==> src/rtl/sfp_pkg.sv <==
// Shared constants, types and the header helper function of the serial provisioning frame parser.
package sfp_pkg;

   localparam int MAX_PAYLOAD_DEF = 32;
   localparam int HDR_LEN = 6;
   localparam int FRAME_OVERHEAD = 10;
   localparam int PLD_START = 9;
   localparam int LEN_W = 9;
   localparam int BYTE_W = 8;
   localparam int PLEN_OUT_W = 6;
   localparam int IDX_OUT_W = 5;
   localparam logic [BYTE_W-1:0] EXPECTED_VERSION_RST = 8'd1;

   localparam logic [BYTE_W-1:0] CHAR_I = 8'h49;
   localparam logic [BYTE_W-1:0] CHAR_M = 8'h4D;
   localparam logic [BYTE_W-1:0] CHAR_P = 8'h50;
   localparam logic [BYTE_W-1:0] CHAR_R = 8'h52;
   localparam logic [BYTE_W-1:0] CHAR_O = 8'h4F;
   localparam logic [BYTE_W-1:0] CHAR_V = 8'h56;

   typedef enum logic [1:0] {
      ST_PARSE,
      ST_READ,
      ST_LOAD
   } ctl_state_type;

   typedef struct packed {
      logic accept;
      logic read_en;
      logic load_drain;
   } ctl_cmd_type;

   typedef struct packed {
      logic header_zone;
      logic will_emit;
      logic run_start;
      logic out_free;
      logic run_last;
   } ctl_status_type;

   function automatic logic [BYTE_W-1:0] hdr_byte(input logic [2:0] pos);
      logic [BYTE_W-1:0] ch;
      case (pos)
         3'd0: ch = CHAR_I;
         3'd1: ch = CHAR_M;
         3'd2: ch = CHAR_P;
         3'd3: ch = CHAR_R;
         3'd4: ch = CHAR_O;
         3'd5: ch = CHAR_V;
         default: ch = CHAR_I;
      endcase
      return ch;
   endfunction

endpackage

==> src/rtl/sfp_ctrl.sv <==
// Controller of the frame parser: input stall and the payload drain sequence.
module sfp_ctrl
   import sfp_pkg::*;
(
   input  logic           clock,
   input  logic           reset,
   input  logic           req_valid,
   output logic           req_stall,
   input  ctl_status_type st,
   output ctl_cmd_type    cmd
);

   ctl_state_type state_ff;
   ctl_state_type state_in;
   logic          accept_ok;

   always_ff @(posedge clock) begin
      if (reset) begin
         state_ff <= ST_PARSE;
      end else begin
         state_ff <= state_in;
      end
   end

   always_comb begin
      // header bytes never touch the store or the output, so take them during a drain
      accept_ok = st.header_zone ||
                  (state_ff == ST_PARSE && (st.out_free || !st.will_emit));
      req_stall = !accept_ok;
      cmd = '0;
      cmd.accept = req_valid && accept_ok;
      state_in = state_ff;
      unique case (state_ff)
         ST_PARSE: begin
            if (cmd.accept && st.run_start) begin
               state_in = ST_READ;
            end
         end
         ST_READ: begin
            cmd.read_en = 1'b1;
            state_in = ST_LOAD;
         end
         ST_LOAD: begin
            if (st.out_free) begin
               cmd.load_drain = 1'b1;
               state_in = st.run_last ? ST_PARSE : ST_READ;
            end
         end
         default: state_in = ST_PARSE;
      endcase
   end

   a_read_then_load: assert property (@(posedge clock) disable iff (reset)
      state_ff == ST_READ |=> state_ff == ST_LOAD)
      else $error("read cycle not followed by load");

   a_drain_accepts_header_only: assert property (@(posedge clock) disable iff (reset)
      (cmd.accept && state_ff != ST_PARSE) |-> st.header_zone)
      else $error("non-header byte taken during drain");

   a_emit_needs_room: assert property (@(posedge clock) disable iff (reset)
      (cmd.accept && st.will_emit) |-> st.out_free)
      else $error("result byte taken while output busy");

endmodule

==> src/rtl/sfp_datapath.sv <==
// Datapath of the frame parser: frame counters, checksum, payload store, output register.
module sfp_datapath
   import sfp_pkg::*;
#(
   parameter int MAX_PAYLOAD = MAX_PAYLOAD_DEF
)
(
   input  logic                  clock,
   input  logic                  reset,
   input  logic [BYTE_W-1:0]     req_rx_byte,
   input  logic                  csr_write,
   input  logic [BYTE_W-1:0]     csr_expected_version,
   input  ctl_cmd_type           cmd,
   output ctl_status_type        st,
   input  logic                  rsp_stall,
   output logic                  rsp_valid,
   output logic                  rsp_status,
   output logic [BYTE_W-1:0]     rsp_packet_type,
   output logic [PLEN_OUT_W-1:0] rsp_payload_length,
   output logic [BYTE_W-1:0]     rsp_data_byte,
   output logic [IDX_OUT_W-1:0]  rsp_byte_index,
   output logic                  rsp_last
);

   localparam int FRAME_CAP = FRAME_OVERHEAD + MAX_PAYLOAD;
   localparam int CNT_W = $clog2(FRAME_CAP + 1);
   localparam int IDX_W = (MAX_PAYLOAD > 1) ? $clog2(MAX_PAYLOAD) : 1;
   localparam int PLEN_W = $clog2(MAX_PAYLOAD + 1);

   logic [CNT_W-1:0]  byte_count_ff, byte_count_in;
   logic [LEN_W-1:0]  frame_length_ff, frame_length_in;
   logic [BYTE_W-1:0] running_sum_ff, running_sum_in;
   logic [BYTE_W-1:0] version_seen_ff, version_seen_in;
   logic [BYTE_W-1:0] type_seen_ff, type_seen_in;
   logic [BYTE_W-1:0] expected_version_ff;
   logic [BYTE_W-1:0] run_type_ff;
   logic [PLEN_W-1:0] run_len_ff;
   logic [IDX_W-1:0]  rd_idx_ff;
   logic [BYTE_W-1:0] rd_data_ff;
   logic [BYTE_W-1:0] store_mem [MAX_PAYLOAD];

   logic                  rsp_valid_ff;
   logic                  rsp_status_ff;
   logic [BYTE_W-1:0]     rsp_packet_type_ff;
   logic [PLEN_OUT_W-1:0] rsp_payload_length_ff;
   logic [BYTE_W-1:0]     rsp_data_byte_ff;
   logic [IDX_OUT_W-1:0]  rsp_byte_index_ff;
   logic                  rsp_last_ff;

   logic [LEN_W-1:0] bc_ext, bc_next, plen_full;
   logic [IDX_W-1:0] wr_idx;
   logic             is_i, in_hunt, in_hdr, at_cap, body, complete, frame_ok, hdr_match;
   logic             restart, emit_bad, emit_empty, run_start, store_we, load_single;
   logic             out_free, run_last;

   always_comb begin
      bc_ext    = LEN_W'(byte_count_ff);
      bc_next   = bc_ext + LEN_W'(1);
      plen_full = frame_length_ff - LEN_W'(FRAME_OVERHEAD);
      wr_idx    = IDX_W'(bc_ext - LEN_W'(PLD_START));
      is_i      = req_rx_byte == CHAR_I;
      in_hunt   = byte_count_ff == '0;
      in_hdr    = bc_ext < LEN_W'(HDR_LEN);
      at_cap    = bc_ext >= LEN_W'(FRAME_CAP);
      body      = !in_hdr && !at_cap;
      hdr_match = req_rx_byte == hdr_byte(byte_count_ff[2:0]);
      complete  = (frame_length_ff != '0) && (bc_next >= frame_length_ff);
      frame_ok  = (version_seen_ff == expected_version_ff) && (running_sum_ff == req_rx_byte);
      restart   = in_hunt || (in_hdr && !hdr_match) || at_cap;
      emit_bad  = at_cap || (body && complete && !frame_ok);
      emit_empty = body && complete && frame_ok && (plen_full == '0);
      run_start = body && complete && frame_ok && (plen_full != '0);
      store_we  = cmd.accept && body && (bc_ext >= LEN_W'(PLD_START)) &&
                  (bc_ext < LEN_W'(PLD_START + MAX_PAYLOAD)) &&
                  (bc_next < frame_length_ff);
      load_single = cmd.accept && (emit_bad || emit_empty);
      out_free  = !rsp_valid_ff || !rsp_stall;
      run_last  = (PLEN_W'(rd_idx_ff) + PLEN_W'(1)) == run_len_ff;

      st.header_zone = bc_ext < LEN_W'(PLD_START);
      st.will_emit   = !in_hdr && (at_cap || complete);
      st.run_start   = run_start;
      st.out_free    = out_free;
      st.run_last    = run_last;
   end

   // frame tracking: hunt, header match, body fields, checksum
   always_comb begin
      byte_count_in   = byte_count_ff;
      frame_length_in = frame_length_ff;
      running_sum_in  = running_sum_ff;
      version_seen_in = version_seen_ff;
      type_seen_in    = type_seen_ff;
      if (restart) begin
         byte_count_in   = is_i ? CNT_W'(1) : '0;
         frame_length_in = '0;
         running_sum_in  = is_i ? req_rx_byte : '0;
      end else if (in_hdr) begin
         byte_count_in  = byte_count_ff + CNT_W'(1);
         running_sum_in = running_sum_ff + req_rx_byte;
      end else begin
         byte_count_in = byte_count_ff + CNT_W'(1);
         if (bc_ext == LEN_W'(HDR_LEN)) begin
            version_seen_in = req_rx_byte;
         end else if (bc_ext == LEN_W'(HDR_LEN + 1)) begin
            type_seen_in = req_rx_byte;
         end else if (bc_ext == LEN_W'(HDR_LEN + 2)) begin
            frame_length_in = LEN_W'(FRAME_OVERHEAD) + LEN_W'(req_rx_byte);
         end
         if (complete) begin
            byte_count_in   = '0;
            frame_length_in = '0;
            running_sum_in  = '0;
         end else begin
            running_sum_in = running_sum_ff + req_rx_byte;
         end
      end
   end

   always_ff @(posedge clock) begin
      if (reset) begin
         byte_count_ff       <= '0;
         frame_length_ff     <= '0;
         running_sum_ff      <= '0;
         version_seen_ff     <= '0;
         type_seen_ff        <= '0;
         expected_version_ff <= EXPECTED_VERSION_RST;
      end else begin
         if (cmd.accept) begin
            byte_count_ff   <= byte_count_in;
            frame_length_ff <= frame_length_in;
            running_sum_ff  <= running_sum_in;
            version_seen_ff <= version_seen_in;
            type_seen_ff    <= type_seen_in;
         end
         if (csr_write) begin
            expected_version_ff <= csr_expected_version;
         end
      end
   end

   // drain bookkeeping: latch the packet so the next header may overwrite its fields
   always_ff @(posedge clock) begin
      if (cmd.accept && run_start) begin
         run_type_ff <= type_seen_ff;
         run_len_ff  <= PLEN_W'(plen_full);
         rd_idx_ff   <= '0;
      end else if (cmd.load_drain) begin
         rd_idx_ff <= rd_idx_ff + IDX_W'(1);
      end
   end

   always_ff @(posedge clock) begin
      if (store_we) begin
         store_mem[wr_idx] <= req_rx_byte;
      end
      if (cmd.read_en) begin
         rd_data_ff <= store_mem[rd_idx_ff];
      end
   end

   always_ff @(posedge clock) begin
      if (reset) begin
         rsp_valid_ff <= 1'b0;
      end else if (load_single || cmd.load_drain) begin
         rsp_valid_ff <= 1'b1;
      end else if (!rsp_stall) begin
         rsp_valid_ff <= 1'b0;
      end
   end

   always_ff @(posedge clock) begin
      if (load_single) begin
         rsp_status_ff         <= emit_empty;
         rsp_packet_type_ff    <= emit_empty ? type_seen_ff : '0;
         rsp_payload_length_ff <= '0;
         rsp_data_byte_ff      <= '0;
         rsp_byte_index_ff     <= '0;
         rsp_last_ff           <= 1'b1;
      end else if (cmd.load_drain) begin
         rsp_status_ff         <= 1'b1;
         rsp_packet_type_ff    <= run_type_ff;
         rsp_payload_length_ff <= PLEN_OUT_W'(run_len_ff);
         rsp_data_byte_ff      <= rd_data_ff;
         rsp_byte_index_ff     <= IDX_OUT_W'(rd_idx_ff);
         rsp_last_ff           <= run_last;
      end
   end

   assign rsp_valid          = rsp_valid_ff;
   assign rsp_status         = rsp_status_ff;
   assign rsp_packet_type    = rsp_packet_type_ff;
   assign rsp_payload_length = rsp_payload_length_ff;
   assign rsp_data_byte      = rsp_data_byte_ff;
   assign rsp_byte_index     = rsp_byte_index_ff;
   assign rsp_last           = rsp_last_ff;

   a_count_bounded: assert property (@(posedge clock) disable iff (reset)
      bc_ext <= LEN_W'(FRAME_CAP))
      else $error("byte count beyond frame cap");

   a_length_after_header: assert property (@(posedge clock) disable iff (reset)
      frame_length_ff != '0 |-> bc_ext >= LEN_W'(PLD_START))
      else $error("frame length known too early");

   a_single_load_exclusive: assert property (@(posedge clock) disable iff (reset)
      cmd.load_drain |-> !load_single)
      else $error("drain load collides with single result");

endmodule

==> src/rtl/serial_provision_frame_parser_top.sv <==
// Top level of the serial provisioning frame parser: controller plus datapath.
//
// Usage: feed one received serial byte per item on req_ (req_valid, req_stall,
// req_rx_byte). The parser hunts for the header IMPROV, then takes version,
// type, length, payload and checksum bytes. Results leave on rsp_ as items:
// one per payload byte of a good frame, one with empty payload fields for a
// good empty frame, or one invalid item (status 0) for a bad checksum, a wrong
// version or a declared length larger than the payload store.
// A single result is shown the cycle after the frame's last byte is taken.
// A payload run drains from the store item by item, each with a registered
// store read and then a load of the output register, which waits while the
// receiver stalls. Bytes are taken one per cycle while not stalled; during
// a drain only the next frame's header, version, type and length bytes enter.
// A receiver stall holds the output register; the input then stalls for bytes
// that would produce a result and, while a drain waits, for payload bytes.
// Reset clears the frame tracking and output valid and sets expected_version
// to 1; the store needs no clearing. csr_ writes set expected_version and are
// always ready; write them only while the parser is idle.
module serial_provision_frame_parser_top
   import sfp_pkg::*;
#(
   parameter int MAX_PAYLOAD = MAX_PAYLOAD_DEF
)
(
   input  logic                  clock,
   input  logic                  reset,
   input  logic                  req_valid,
   output logic                  req_stall,
   input  logic [BYTE_W-1:0]     req_rx_byte,
   input  logic                  csr_valid,
   output logic                  csr_ready,
   input  logic [BYTE_W-1:0]     csr_expected_version,
   output logic                  rsp_valid,
   input  logic                  rsp_stall,
   output logic                  rsp_status,
   output logic [BYTE_W-1:0]     rsp_packet_type,
   output logic [PLEN_OUT_W-1:0] rsp_payload_length,
   output logic [BYTE_W-1:0]     rsp_data_byte,
   output logic [IDX_OUT_W-1:0]  rsp_byte_index,
   output logic                  rsp_last
);

   ctl_cmd_type    cmd;
   ctl_status_type st;

   // register writes are always taken
   assign csr_ready = 1'b1;

   sfp_ctrl u_ctrl (
      .clock     (clock),
      .reset     (reset),
      .req_valid (req_valid),
      .req_stall (req_stall),
      .st        (st),
      .cmd       (cmd)
   );

   sfp_datapath #(
      .MAX_PAYLOAD (MAX_PAYLOAD)
   ) u_datapath (
      .clock                (clock),
      .reset                (reset),
      .req_rx_byte          (req_rx_byte),
      .csr_write            (csr_valid && csr_ready),
      .csr_expected_version (csr_expected_version),
      .cmd                  (cmd),
      .st                   (st),
      .rsp_stall            (rsp_stall),
      .rsp_valid            (rsp_valid),
      .rsp_status           (rsp_status),
      .rsp_packet_type      (rsp_packet_type),
      .rsp_payload_length   (rsp_payload_length),
      .rsp_data_byte        (rsp_data_byte),
      .rsp_byte_index       (rsp_byte_index),
      .rsp_last             (rsp_last)
   );

endmodule

==> config.mk <==
export PLATFORM = sky130hd
export DESIGN_NAME = serial_provision_frame_parser_top
export DESIGN_NICKNAME = d
export VERILOG_FILES = /design/src/rtl/sfp_pkg.sv /design/src/rtl/sfp_ctrl.sv /design/src/rtl/sfp_datapath.sv /design/src/rtl/serial_provision_frame_parser_top.sv
export SDC_FILE = /design/constraint.sdc
export NUM_CORES = 1
export LEC_CHECK = 0
export BUFFER_PORTS_ARGS = -buffer_cell sky130_fd_sc_hd__buf_2
export CAP_MARGIN = 20
export CORE_AREA = 2 2 229 231
export DETAILED_ROUTE_END_ITERATION = 12
export DIE_AREA = 0 0 231 233
export PLACE_DENSITY_LB_ADDON = 0.2
export SLEW_MARGIN = 20
export SYNTH_ARGS = -nofsm -noshare
export SYNTH_HDL_FRONTEND = slang
export SYNTH_SLANG_ARGS = --single-unit
==> constraint.sdc <==
create_clock -name clock -period 3.6 [get_ports clock]
set_clock_uncertainty 0.2 [all_clocks]
set_input_delay 0.9 -clock clock [delete_from_list [all_inputs] [get_ports clock]]
set_output_delay 0.9 -clock clock [all_outputs]
set_load 0.1 [all_outputs]
==> metrics.txt, run 1 <==
fillcell total=between 4000 and 5000; Comb power frac=2.5%; post-route insts no fill=~1900; worst slack at placement=-0.0687 ns; critical path peak fanout=4; Inserted Clock Buffers=41; Mapped Cells=1075; Crit path arrival time=2.57 ns; Int Power=about 7.0 mW; sequential share of power=51.2%; root buffer cell=clkbuf_16; pin count of the biggest net entering global routing=46; clock buffer depth=3; Synth async-reset ratio=0%; DR vias=9208; Rows=83; Max Slew Vio Count=0; status=finished, violations left; Placer Congestion=0.787; final antenna-violating net count=0; total I/O pin count=53; post-DP HPWL=26.4 mm; Synth area leaders=edfxtp_1 56%, dfxtp_1 9.8%, mux4_2 5.9%; GRT overflow=0; final hold viol count=0; CTS tree=done; PortBufs=between 50 and 60; slew of the pin with the lowest slew margin=0.959 ns; Post-synth EDFFs=roughly 290; Net Count, Synth=1121; RSZ-0062 raised after global routing=yes; Yosys top cell by area=edfxtp_1; pwr dens=477 mW/mm^2; syn avg cell area=14.2 sq um; Die ar.=0.0538 sq mm; drt first-iter violations=585; DRC Markers=0; distinct cell type count after synthesis=67; switch share=a little over a fifth; Setup violations, final=1; core area=0.0511 sq mm; Max Cap Viol=0; hold crit path type=reg2reg; Initial Util=29.9%; CTS sink cnt=362; final clock period utilization by the worst path=102%; Core Util, Final=36.1%; crit end category=primary output; vias in the first global route=~9500; synthesized flop and latch total=362; die width=231 um; first-pass GRT wire length=60.2 mm; placed cell count=approximately 1800; Leak Pwr=a little over 6 nW; Total GRT Usage=15.0%; area added between synthesis and finish=20.8%; Worst-Skew Late Latency=0.57 ns; Worst Setup Path Type=reg2out; minimum clock period=3.67 ns; power share of the clock group=between 40 and 50%; failing checks=negative setup slack; routed len/inst=20.6 um; top_reg_cell synth=edfxtp_1; htree depth=2; worst IR drop on VDD=0.288 mV; total wire length=39.5 mm; Slew Limit Headroom=35.9%; diode count=0; Post-Syn Area=0.0153 sq mm; layout cell share with drive strength beyond 1=23.9%; DR vias/cell=4.79; DR pass1 iterations=5; share of the synthesized area in the top cell type=approximately 56%; clk slew on worst S/H paths=0.06 ns; Worst Path Required=2.50 ns; power consumption=approximately 8.8 mW; hold_buf cts=0; crit start category=flip-flop; initial antenna violation count=0; yosys warns=0; Die H=233 um; Max Clock Freq=roughly 270 MHz; Final Net Count=1260; sequential share of the synthesized area=66.2%; post-route setup slack=-0.0717 ns; Net Sw Power=between 1.5 and 2 mW
## placed cells by master, fill, tap and decap left out, types with 5 or more instances in the layout
| master | n |
|---|---|
| xor2_1 | 10 |
| o221ai_1 | 32 |
| and2_1 | 7 |
| nand4_1 | 13 |
| clkbuf_1 | 7 |
| a31o_1 | 8 |
| mux2i_1 | 73 |
| buf_4 | 97 |
| nand2_1 | 95 |
| o21ai_0 | 32 |
| buf_6 | 5 |
| nor3_1 | 15 |
| a21oi_1 | 46 |
| mux4_2 | 40 |
| edfxtp_1 | 287 |
| xnor2_1 | 30 |
| o22ai_1 | 8 |
| nand2b_1 | 7 |
| nor4_1 | 9 |
| nand3_1 | 26 |
| clkbuf_16 | 41 |
| dfxtp_1 | 68 |
| a211oi_1 | 5 |
| inv_1 | 24 |
| buf_2 | 50 |
| nor2b_1 | 6 |
| ha_1 | 20 |
| clkinv_1 | 5 |
| clkinvlp_4 | 5 |
| nor2_1 | 80 |
| dfxtp_4 | 6 |
## area by class of cell
cell class                      instances  area, sq um  share of cell area [%]
Clock buffer                           48         1050                    5.70
Clock inverter                         22          254                    1.38
Inverter                               27          101                   0.549
Multi-Input combinational cell        627         4960                    26.9
Sequential cell                       362        10100                    55.0
Tap cell                              680          851                    4.61
Timing Repair Buffer                  155         1090                    5.93
## sequential cells by signal (all words and copies together) (netlist names), 8 cells and up
name,flops
u_datapath.expected_version_ff,8
u_datapath.frame_length_ff,9
u_datapath.rd_data_ff,8
u_datapath.rsp_data_byte,8
u_datapath.rsp_packet_type,8
u_datapath.run_type_ff,8
u_datapath.running_sum_ff,8
u_datapath.store_mem,256
u_datapath.type_seen_ff,8
u_datapath.version_seen_ff,8
## worst paths after layout
path                                                          startpoint                                        to  slack, ns  depth (start not counted)
worst min register to register  u_datapath.rsp_data_byte[6]$_SDFFE_PP0P_  u_datapath.rsp_data_byte[6]$_SDFFE_PP0P_       0.25                          2
worst max-delay path            u_datapath.byte_count_ff[0]$_SDFFE_PP0P_                                 req_stall      -0.07                         10
worst max register to register  u_datapath.byte_count_ff[2]$_SDFFE_PP0P_      u_datapath.store_mem[9][7]$_DFFE_PP_       0.21                         14
worst min-delay path            u_datapath.rsp_data_byte[6]$_SDFFE_PP0P_  u_datapath.rsp_data_byte[6]$_SDFFE_PP0P_       0.25                          2
## cells in the mapped netlist, types with 2 or more instances
master	number
edfxtp_1	287
nand2_1	97
nor2_1	81
dfxtp_1	75
mux2i_1	73
a21oi_1	46
mux4_2	40
clkbuf_1	38
o21ai_0	33
o221ai_1	32
xnor2_1	32
nand3_1	28
inv_1	25
ha_1	24
buf_2	16
nor3_1	15
nand4_1	13
xor2_1	11
nor4_1	9
a31o_1	8
o22ai_1	8
and2_1	7
nand2b_1	7
nor2b_1	6
a211oi_1	5
nor4b_1	4
a211oi_2	3
a31oi_1	3
o31ai_1	3
a21o_1	2
buf_1	2
buf_4	2
nand4b_1	2
o211ai_2	2
o41ai_2	2
or2_2	2
or3_1	2
## power by group through the flow
stage	clock, mW	sequential, mW	combinational [mW]
2_1_floorplan	0	4.61	0.0894
3_3_place_gp	0	4.60	0.215
3_5_place_dp	0	4.60	0.216
4_1_cts	4.19	4.51	0.219
5_1_grt	4.37	4.51	0.237
6_report	4.08	4.51	0.216
## logic make-up (layout without fill, tap and decap cells)
| group | after synthesis | after routing | synth area share, % |
|---|---|---|---|
| simple gates | 279 | 279 | 8.44 |
| mux | 113 | 113 | 10.7 |
| compound gates | 166 | 166 | 7.71 |
| flops | 362 | 362 | 66.2 |
| buf+inv | 86 | 252 | 2.34 |
| other cells | 1 | 1 | 0.0245 |
| xor+xnor | 43 | 43 | 2.47 |
| fa+ha+maj | 25 | 25 | 2.10 |
## per-layer routing
layer	GRT usage, %	vias to the layer above	wire length (um)
met4	4.80	0	896
met1	19.5	4630	17500
met5	0	-	0
met3	2.12	49	1270
li1	-	4382	-
met2	25.8	147	19800
## metrics by stage
step	hold slack [ns]	TNS, ns	instance area [sq um]
floorplan	0.230	0	15300
global placement	0.244	-2.32	16900
detailed placement	0.249	-1.62	16900
CTS	0.257	-0.119	18400
global route	0.278	-0.217	18500
finish	0.252	-0.0717	18500
## timing repair
action	4_1_cts	5_1_grt
pin swaps	9	10
buffers inserted	7	4
gates cloned	0	0
endpoints found under the setup margin	1	267
resized for setup	31	9
## worst max-delay path, cell delays in order, from the launching register on
cell	delay, ns
dfxtp_4	0.36
ha_4	0.19
ha_4	0.26
inv_2	0.03
ha_1	0.26
and3_4	0.18
nand3_1	0.08
nand4_1	0.13
nand2_2	0.10
a31oi_4	0.23
buf_12	0.20
No activity file was read; power rests on OpenSTA's default activity.
==> run 2: changes to the inputs <==
RECOVER_POWER = 25   (was not set)
==> run 2 against run 1 <==
Sequential cell count unchanged. The flow finishes with violations (max-capacitance violations, max-slew violations, negative setup slack). Count of clock-buffer cells in the layout unchanged. Final area decreased by 0.14%. Total power about the same.
==> metrics.txt, run 2 (same netlist as run 1, synthesis figures left out) <==
status=finished, violations left; failing checks=max-capacitance violations, max-slew violations, negative setup slack; post-route insts no fill=1921 (unchanged); Inserted Clock Buffers=41 (unchanged); pwr dens=478 mW/mm^2 (+0.11%); Max Slew Vio Count=76 (+76); DR pass1 iterations=5 (unchanged); Core Util, Final=36.1% (-0.051 points); PortBufs=51 (unchanged); critical path peak fanout=4 (unchanged); GRT overflow=0 (unchanged); Die ar.=0.0538 sq mm (unchanged); DR vias/cell=4.80 (about the same); RR Startpoint=u_datapath.byte_count_ff[2]$_SDFFE_PP0P_; Total GRT Usage=15.0% (unchanged); pin count of the biggest net entering global routing=46 (unchanged); die width=231 um (unchanged); htree depth=2 (unchanged); Slew Limit Headroom=-40.0% (-76 points); first-pass GRT wire length=60.2 mm (unchanged); total I/O pin count=53 (unchanged); final clock period utilization by the worst path=102% (about the same); Initial Util=29.9% (unchanged); Die H=233 um (unchanged); DRC Markers=0 (unchanged); Top Registers=u_datapath.store_mem: 256 flops, u_datapath.frame_length_ff: 9 flops; post-DP HPWL=26.4 mm (unchanged); post-route setup slack=-0.0719 ns (-0.000187 ns); Max Cap Viol=2 (+2); clk slew on worst S/H paths=0.06 ns (about the same); Worst Path Required=2.50 ns (about the same); area added between synthesis and finish=20.6%; root buffer cell=clkbuf_16; drt first-iter violations=626 (+7.0%); layout cell share with drive strength beyond 1=23.0% (-0.89 points); crit start category=flip-flop; DR vias=9212 (+0.043%); total wire length=39.6 mm (about the same); minimum clock period=3.67 ns (+0.000187 ns); hold crit path type=reg2reg; Setup violations, final=1 (unchanged); Reg area=0.0101 sq mm (unchanged); RSZ-0062 raised after global routing=yes; Final Net Count=1260 (unchanged); Slowest-stage cell, CP=dfxtp_4; CP Buf/Inv Count=2 (unchanged); hold path startpoint=u_datapath.rsp_data_byte[6]$_SDFFE_PP0P_; vias in the first global route=9509 (unchanged); CTS tree=done; final antenna-violating net count=0 (unchanged); Top cell by count, worst path=ha_4; routed len/inst=20.6 um (about the same); fillcell total=4965 (+0.20%); final hold viol count=0 (unchanged); commonest non-fill, non-tap cells in the layout=287 x edfxtp_1, 95 x nand2_1, 92 x buf_4; hold_buf cts=0 (unchanged); flip-flop count of the largest register after layout=256 (unchanged); clock buffer depth=3 (unchanged); diode count=0 (unchanged); Largest stage delay, worst path=0.36 ns (about the same); worst IR drop on VDD=0.288 mV (-0.19%); crit-path leading delay family=adder cells; commonest non-fill, non-tap cell in the layout=edfxtp_1; CTS sink cnt=362 (unchanged); Placer Congestion=0.787 (unchanged); power consumption=8.80 mW (about the same); most flop-heavy register=u_datapath.store_mem; Worst-Skew Late Latency=0.57 ns (about the same); Cell Chain, Critical Path=ha_4 > ha_4 > inv_2 > ha_1 > and3_4 > nand3_1 > nand4_1 > nand2_2 > a31oi_4 > buf_12; area of the multi-input gates=0.00496 sq mm (unchanged); Leak Pwr=6.02 nW (-0.57%); placed cell count=1840 (unchanged); Worst Setup Path Type=reg2out; CP Launch Point=u_datapath.byte_count_ff[0]$_SDFFE_PP0P_; core area=0.0511 sq mm (unchanged); Rows=83 (unchanged); Max Clock Freq=272 MHz (about the same); Crit path arrival time=2.57 ns (about the same); smallest hold slack=0.252 ns (+0.0000300 ns); crit end category=primary output; slew of the pin with the lowest slew margin=2.10 ns (+1.14 ns); initial antenna violation count=0 (unchanged)
[run 2: cell count changes in the layout (fill, tap and decap cells not counted), sizes merged]
cell,delta
buf,-11
clkbuf,+11
[run 2: final timing paths]
path / to / slack [ns] / depth (start not counted)
setup reg to reg: u_datapath.store_mem[9][7]$_DFFE_PP_ / 0.22 / 14
hold reg to reg: u_datapath.rsp_data_byte[6]$_SDFFE_PP0P_ / 0.25 / 2
hold / removal: u_datapath.rsp_data_byte[6]$_SDFFE_PP0P_ / 0.25 / 2
setup / recovery: req_stall / -0.07 / 10
[run 2: repair_timing]
action                     in CTS  in global routing
gates resized for setup        31                  9
pin swaps                       9                 10
setup buffers                   7                  4
setup endpoints to repair       1                267
[run 2: layer usage]
layer,global-route usage (%),wire length (um),vias up
li1,-,-,4382
met1,19.5,17600,4634
met2,25.8,19800,147
met3,2.12,1240,49
met4,4.80,896,0
met5,0,0,-
[run 2: layout make-up]
cell class,count,area share [%]
flip-flops and latches,362,55.0
multi-input cells,627,26.9
repair buffers,155,5.80
clock buffers,48,5.71
well taps,680,4.62
clock inverters,22,1.38
inverters,27,0.550
[run 2: tightest hold or removal path, delay by kind of cell (launching register included)]
kind	cells	cell delay (ns)
simple gates	1	0.05
flops	1	0.30
compound gates	1	0.05
[run 2: stage by stage]
stage,worst slack (ns),cell area (sq um),TNS (ns)
after floorplan,0.00549,15300,0
after global placement,-0.115,16900,-2.32
after detailed placement,-0.0687,16900,-1.62
after CTS,-0.119,18400,-0.119
after global routing,-0.215,18400,-1.88
final,-0.0719,18400,-0.0719
[run 2: where the power goes]
part	leakage (nW)	total [mW]	switching [mW]	internal (mW)
clock	0.622	4.08	1.68	2.39
sequential	3.20	4.51	0.00640	4.50
combinational	2.19	0.212	0.153	0.0592
==> run 3: changes to the inputs <==
clock period = 4.2 ns   (was 3.6 ns; I/O delays follow)
==> run 3 against run 2 <==
The run ends with max-capacitance violations, max-slew violations left. Via count hardly changed. First-iteration DRC count is 1.8% lower. Hold slack better by 0.0064 ns. Largest cell class unchanged.
==> metrics.txt, run 3 (same netlist as run 1, synthesis figures left out) <==
power consumption=7.61 mW (-14%); commonest non-fill, non-tap cell in the layout=edfxtp_1; Worst-Skew Late Latency=0.55 ns (-0.02 ns); DR vias=9203 (-0.098%); htree depth=2 (unchanged); Core Util, Final=35.4% (-0.66 points); area added between synthesis and finish=18.4%; commonest non-fill, non-tap cells in the layout=287 x edfxtp_1, 96 x nand2_1, 80 x nor2_1; minimum clock period=4.02 ns; Leak Pwr=5.89 nW (-2.2%); Setup violations, final=0 (-1); Worst Setup Path Type=reg2out; post-route setup slack=0.180 ns (+0.252 ns); status=finished, violations left; Setup crit end=req_stall; total wire length=40.2 mm (+1.7%); DR pass1 iterations=5 (unchanged); DRC Markers=0 (unchanged); Die ar.=0.0538 sq mm (unchanged); RR Startpoint=u_datapath.byte_count_ff[0]$_SDFFE_PP0P_; worst IR drop on VDD=0.207 mV (-28%); flip-flop count of the largest register after layout=256 (unchanged); most flop-heavy register=u_datapath.store_mem; clk slew on worst S/H paths=0.06 ns (about the same); worst slack at placement=0.356 ns (+0.424 ns); Max Cap Viol=2 (unchanged); post-route setup TNS=0 ns (+0.0719 ns); CTS sink cnt=362 (unchanged); RSZ-0062 raised after global routing=no; PortBufs=51 (unchanged); post-route insts no fill=1896 (-1.3%); CP Launch Point=u_datapath.byte_count_ff[2]$_SDFFE_PP0P_; post-DP HPWL=26.2 mm (-0.70%); Total GRT Usage=15.2% (+0.16 points); initial antenna violation count=3 (+3); GRT overflow=0 (unchanged); Placer Congestion=0.793 (+0.86%); Max Clock Freq=~250 MHz; critical path peak fanout=14 (+10); crit start category=flip-flop; placed cell count=1820 (-1.1%); crit end category=primary output; first-pass GRT wire length=60.4 mm (+0.40%); Crit path arrival time=2.77 ns (+0.20 ns); slew of the pin with the lowest slew margin=2.27 ns (+0.172 ns); Max Slew Vio Count=74 (-2.6%); R2R Path End=u_datapath.rsp_data_byte[5]$_SDFFE_PP0P_; routed len/inst=21.2 um (+3.0%); die width=231 um (unchanged); final clock period utilization by the worst path=between 90% and 100%; Die H=233 um (unchanged); Inserted Clock Buffers=41 (unchanged); Initial Util=29.9% (unchanged); root buffer cell=clkbuf_16; clock buffer depth=3 (unchanged); Final Net Count=1231 (-2.3%); Worst Path Required=2.95 ns (+0.45 ns); layout cell share with drive strength beyond 1=19.9% (-3.1 points); final hold viol count=0 (unchanged); final antenna-violating net count=0 (unchanged); FF-to-FF path depth=13 (-1); pin count of the biggest net entering global routing=46 (unchanged); Rows=83 (unchanged); failing checks=max-capacitance violations, max-slew violations; core area=0.0511 sq mm (unchanged); total I/O pin count=53 (unchanged); pwr dens=421 mW/mm^2 (-12%); DR vias/cell=4.85 (+1.2%); CTS tree=done; Top Registers=u_datapath.store_mem: 256 flops, u_datapath.frame_length_ff: 9 flops; Slew Limit Headroom=-51.4% (-11 points); vias in the first global route=9369 (-1.5%); r2r setup slk=0.55 ns (+0.33 ns); hold crit path type=reg2reg; fillcell total=4971 (+0.12%); drt first-iter violations=615 (-1.8%)
run 3: final cells by class:
| class | instances | area [sq um] | share of cell area (%) |
|---|---|---|---|
| antenna | 1 | 2.50 | 0.0138 |
| clock buffer | 50 | 1090 | 6.02 |
| clock inverter | 23 | 241 | 1.33 |
| inverter | 27 | 101 | 0.560 |
| multi-input combinational | 627 | 4850 | 26.8 |
| sequential | 362 | 10100 | 56.0 |
| tap | 680 | 851 | 4.70 |
| timing repair buffer | 126 | 815 | 4.50 |
run 3: through the flow:
| stage | instance area [sq um] | hold slack [ns] |
|---|---|---|
| global route | 18100 | 0.284 |
| finish | 18100 | 0.259 |
| floorplan | 15300 | 0.230 |
| global placement | 16700 | 0.243 |
| CTS | 18100 | 0.259 |
| detailed placement | 16700 | 0.249 |
run 3: power breakdown:
group | leakage [nW] | internal [mW] | total [mW] | switching, mW
logic | 2.03 | 0.0442 | 0.179 | 0.134
registers | 3.20 | 3.86 | 3.87 | 0.00582
clock network | 0.656 | 2.15 | 3.56 | 1.41
total | 5.89 | 6.06 | 7.61 | 1.55
run 3: worst min path at each step:
| stage | slack (ns) | end | start | cells past startpoint |
|---|---|---|---|---|
| after floorplan | 0.23 | u_datapath.run_type_ff[0]$_DFFE_PP_ | u_datapath.type_seen_ff[0]$_SDFFE_PP0P_ | 0 |
| after detailed placement | 0.25 | u_datapath.rsp_payload_length[5]$_SDFFE_PP0P_ | u_datapath.rsp_payload_length[5]$_SDFFE_PP0P_ | 2 |
| after global placement | 0.24 | u_datapath.rsp_data_byte[0]$_SDFFE_PP0P_ | u_datapath.rsp_data_byte[0]$_SDFFE_PP0P_ | 2 |
| after CTS | 0.26 | u_datapath.rsp_payload_length[5]$_SDFFE_PP0P_ | u_datapath.rsp_payload_length[5]$_SDFFE_PP0P_ | 2 |
| after global routing | 0.28 | u_datapath.rsp_payload_length[3]$_SDFFE_PP0P_ | u_datapath.rsp_payload_length[3]$_SDFFE_PP0P_ | 2 |
| final | 0.26 | u_datapath.rsp_payload_length[5]$_SDFFE_PP0P_ | u_datapath.rsp_payload_length[5]$_SDFFE_PP0P_ | 2 |
run 3: timing repair:
item                       4_1_cts  5_1_grt
setup buffers                    0        2
setup endpoints to repair        1        1
cloned                           0        0
pin swaps                        1        3
hold buffers                     0        0
gates resized for setup          6        8
run 3: routing by layer:
layer  vias up  share of wire (%)  GRT usage [%]
met5         -                  0              0
met4         0                2.3           4.25
met3        53                4.4           3.01
met2       170                 49           25.6
met1      4650                 45           19.8
li1       4330                  -              -
run 3: critical path: stages, from the launching register on:
cell	delay [ns]
dfxtp_4	0.44
nand3_1	0.14
nor2_1	0.13
xor2_1	0.28
ha_1	0.20
a21o_1	0.11
nand2_1	0.09
a32oi_2	0.28
nand2_4	0.12
a31oi_4	0.22
buf_12	0.20
